File: src/hdl/stream_kth_largest_defines.svh
// Assertion macros shared by the stream_kth_largest RTL.
// No dependencies; included by files that carry concurrent checks.
`ifndef STREAM_KTH_LARGEST_DEFINES_SVH
`define STREAM_KTH_LARGEST_DEFINES_SVH

// Same-cycle implication, sampled on clk, quiet during rst.
`define SKL_ASSERT_IMP(lbl, ante, cons, msg) \
  lbl: assert property (@(posedge clk) disable iff (rst) (ante) |-> (cons)) else $error(msg);

// Next-cycle implication, sampled on clk, quiet during rst.
`define SKL_ASSERT_NXT(lbl, ante, cons, msg) \
  lbl: assert property (@(posedge clk) disable iff (rst) (ante) |=> (cons)) else $error(msg);

`endif

File: src/hdl/skl_pkg.sv
// Shared types and constants for the stream_kth_largest block.
// No dependencies.
package skl_pkg;

  localparam int VALUE_W       = 32;
  localparam int K_W           = 7;
  localparam int MAX_K_DEFAULT = 64;
  // cells ORed together in the first readout stage
  localparam int GROUP_DEFAULT = 8;

  localparam logic [K_W-1:0] K_RESET = K_W'(1);

  typedef logic signed [VALUE_W-1:0] value_t;
  typedef logic [K_W-1:0]            rank_t;

  // what a cell hands to the next cell down the chain
  typedef struct packed {
    logic   keep;   // cell holds a value >= the incoming word
    logic   valid;
    value_t value;
  } skl_link_t;

endpackage

File: src/hdl/skl_cell.sv
// One slot of the descending sorted chain, with its readout tap.
// Depends on skl_pkg.
module skl_cell import skl_pkg::*; #(
  parameter int INDEX = 0
) (
  input  logic      clk,
  input  logic      rst,
  input  logic      insert,
  input  value_t    new_value,
  input  rank_t     k_select,
  input  skl_link_t prev,
  output skl_link_t link,
  output value_t    tap_value,
  output logic      tap_hit
);

  value_t value;
  logic   valid;
  logic   keep;
  logic   sel;

  // ties: new word goes after its equals
  assign keep = valid && (value >= new_value);
  assign sel  = (int'(k_select) == INDEX + 1);

  always_ff @(posedge clk) begin
    if (rst) begin
      valid <= 1'b0;
    end else if (insert && !keep) begin
      valid <= prev.valid;
    end
  end

  always_ff @(posedge clk) begin
    if (insert && !keep) begin
      value <= prev.keep ? new_value : prev.value;
    end
  end

  assign link.keep  = keep;
  assign link.valid = valid;
  assign link.value = value;

  assign tap_hit   = valid && sel;
  assign tap_value = tap_hit ? value : '0;

endmodule

File: config.mk
export PLATFORM = sky130hd
export DESIGN_NAME = skl_cell
export DESIGN_NICKNAME = d
export VERILOG_FILES = /design/src/hdl/stream_kth_largest_defines.svh /design/src/hdl/skl_pkg.sv /design/src/hdl/skl_cell.sv
export SDC_FILE = /design/constraint.sdc
export NUM_CORES = 1
export LEC_CHECK = 0
export BUFFER_PORTS_ARGS = -buffer_cell sky130_fd_sc_hd__buf_2
export CORE_MARGIN = 2
export CORE_UTILIZATION = 40
export CTS_BUF_LIST = sky130_fd_sc_hd__clkbuf_8 sky130_fd_sc_hd__clkbuf_16
export CTS_CLUSTER_DIAMETER = 150
export DETAILED_ROUTE_END_ITERATION = 7
export GPL_TIMING_DRIVEN = 0
export PLACE_DENSITY = 0.77
export SKIP_CTS_REPAIR_TIMING = 1
export SLEW_MARGIN = 30
export SYNTH_ARGS = -nofsm -noshare
export SYNTH_HDL_FRONTEND = slang
export SYNTH_SLANG_ARGS = --single-unit
File: constraint.sdc
create_clock -name clk -period 2.8 [get_ports clk]
set_input_delay 0.14 -clock clk [delete_from_list [all_inputs] [get_ports clk]]
set_output_delay 0.14 -clock clk [all_outputs]
set_load 0.05 [all_outputs]
==> run metrics <==
Rows=28; Synth cell types=36; Ports=143; Avg Inst Size Synth=approximately 11 um^2; TritonCTS clock tree=yes; Flop pwr share=between 40% and 50%; overall power=roughly 1400 uW; WHS Endpoint=valid; Setup crit end kind=register; vias per inst=4.87; Seq/Total Area, Yosys=roughly two fifths; sw frac=34.6%; DIE AREA=0.00687 mm^2; Reg2Reg Depth=9; M3 GR Usage=4.97%; vias=roughly 2200; worst-path fanout max=17; fin crit period=2680 ps; relative slew slack=59.7%; worst hold slack=111 ps; Hold Vio Cnt, Final=0; die height=just over 80 um; share of cells above drive strength 1=about half; skew final=3.02 ps; Post-synth EDFFs=32; Post-synth top flop=edfxtp_1; largest net degree at the start of global routing=33; GRT met2 Usage=34.4%; clock-pin slew on the worst setup and hold paths=70 ps; DRT Pass-1 Iters=4; Mapped Nets=342; DRC errors left=0; placed cell areas=between 0.003 and 0.004 mm^2; post-synthesis register bit count=33; RR Startpoint=value[27]; initial antenna violation count=0; RR Endpoint=value[15]; global routing's busiest layer=met2; Int Pwr=942 uW; final count of pins violating max slew=0; clock buffer count from CTS=5; endpoints failing setup=0; n_diodes=0; critical path class=reg -> reg; nets=493; Fmax=373 MHz; WL/cell=14.1 um; antenna-violating nets left=0; status=finished clean; Leak=0.00179 uW; synthesized cell area=0.00249 mm^2; die width=82.9 um; Worst-Margin Slew=605 ps; Clock power frac=23.8%; Final Wtd Congestion=0.805; clock sink count=33; pwr dens=416 mW/mm^2; Ys Warns=0; Final period util=95.8%; critical path arrival=2670 ps; Peak supply drop=about 230 uV; NetSw=498 uW; Max Root-Sink Buffers=2; Util after Layout=just under 60%; Syn Inst Count=between 200 and 250; final wirelength=approximately 6.5 mm; R2R setup slack=about 120 ps; Max Cap Viol=0; Logic pwr share=32.8%; vias in the first global route=2209; core area=0.00596 mm^2; PortBufs=around 140; grt total ovfl=0; H-tree Lvls=2; clk_lat worst skew=280 ps; DRT iter0 DRCs=78; met1 usage=21.5%; Layout area overhead=38.9%; initial core utilization=41.8%; Hold WC Path Type=in -> reg; hpwl dp=5.26 mm; min-delay src=rst; first-pass GRT wire length=10.5 mm; Hold Path Depth=4; GRT Total Usage=roughly a fifth; ys async rst share=0%; CP Data Required Time=2790 ps; Root Buffer=clkbuf_8; CP Launch Type=register; post-route cell area=around 0.0035 mm^2
-- per-stage QoR --
stage | cells | setup TNS (ps) | setup WS, ps
after floorplan | 234 | -3600 | -113
after global placement | 450 | -5110 | -161
after detailed placement | 450 | -7030 | -222
after CTS | 458 | -7290 | -230
after global routing | 461 | -25.5 | -25.5
final | 461 | 0 | 117
-- layout make-up --
class	count	area, um^2
buffer	9	45.0
clock buffer	5	68.8
clock inverter	3	12.5
fill	558	2500
inverter	32	120
multi-input combinational	160	1380
sequential	33	981
tap	75	93.8
timing repair buffer	144	761
-- cells in the mapped netlist, drive strengths merged, types with 2 or more instances --
cell    instances  area share, %
nor2            8            1.2
a21oi          14            3.0
nor4            2           0.75
and2           31            7.8
inv            32            4.8
nand2b          4            1.0
nor2b           2           0.60
buf             8            1.7
o21ai           5            1.0
nand3           2           0.40
nand2           8            1.2
mux2           32             14
nand4           6            1.5
ha             32             16
edfxtp         32             39
-- worst max-delay path by stage --
stage	startpoint	end	slack (ps)	depth (start not counted)
2_1_floorplan	value[21]	value[0]	-110	7
3_3_place_gp	value[27]	value[16]	-160	7
3_5_place_dp	value[27]	value[19]	-220	7
4_1_cts	value[27]	value[16]	-230	7
5_1_grt	value[23]	link[33]	-30	8
6_report	value[27]	value[15]	120	9
-- state kept, by name (all words and copies together) (netlist names) --
name   cells
valid      1
value     32
-- kinds of logic after synthesis --
family,synth area share [%]
AO/OA/AOI/OAI,7.69
adder cells (fa/ha/maj),16.1
buffers and inverters,6.63
flip-flops,39.4
multiplexers,14.5
AND/OR/NAND/NOR,15.7
-- critical path: stages, from the launching register on --
cell and delay [ps]:
edfxtp_1 420, ha_1 310, nand4_1 220, nor4_4 60
a211o_1 330, nand2b_1 150, o311a_1 360, buf_4 150
nor2b_4 200, buf_16 190
-- power by group through the flow --
| stage | clock network, uW | logic, uW | registers [uW] |
|---|---|---|---|
| final | 343 | 472 | 625 |
| after detailed placement | 0 | 455 | 637 |
| after floorplan | 0 | 187 | 763 |
| after global routing | 374 | 516 | 632 |
| after CTS | 352 | 458 | 626 |
| after global placement | 0 | 446 | 634 |
-- per-layer routing --
layer,share of wire [%],wire [um],vias up
met3,6.4,419,8
met1,40,2580,1027
li1,-,-,1132
met4,1.8,114,0
met5,0,0,-
met2,52,3390,77
-- placed cells by master (no fill, tap or decap), types with 2 or more instances in the layout --
master / n
edfxtp_1: 32
clkbuf_8: 5
nor2_1: 8
clkinv_1: 2
inv_1: 32
mux2_2: 32
nand2b_1: 4
nand2_1: 8
ha_1: 31
buf_2: 144
nand4_1: 6
nand3_1: 2
buf_1: 3
a21oi_1: 13
buf_4: 3
and2_1: 31
o21ai_0: 5
No activity file was read; power rests on OpenSTA's default activity.
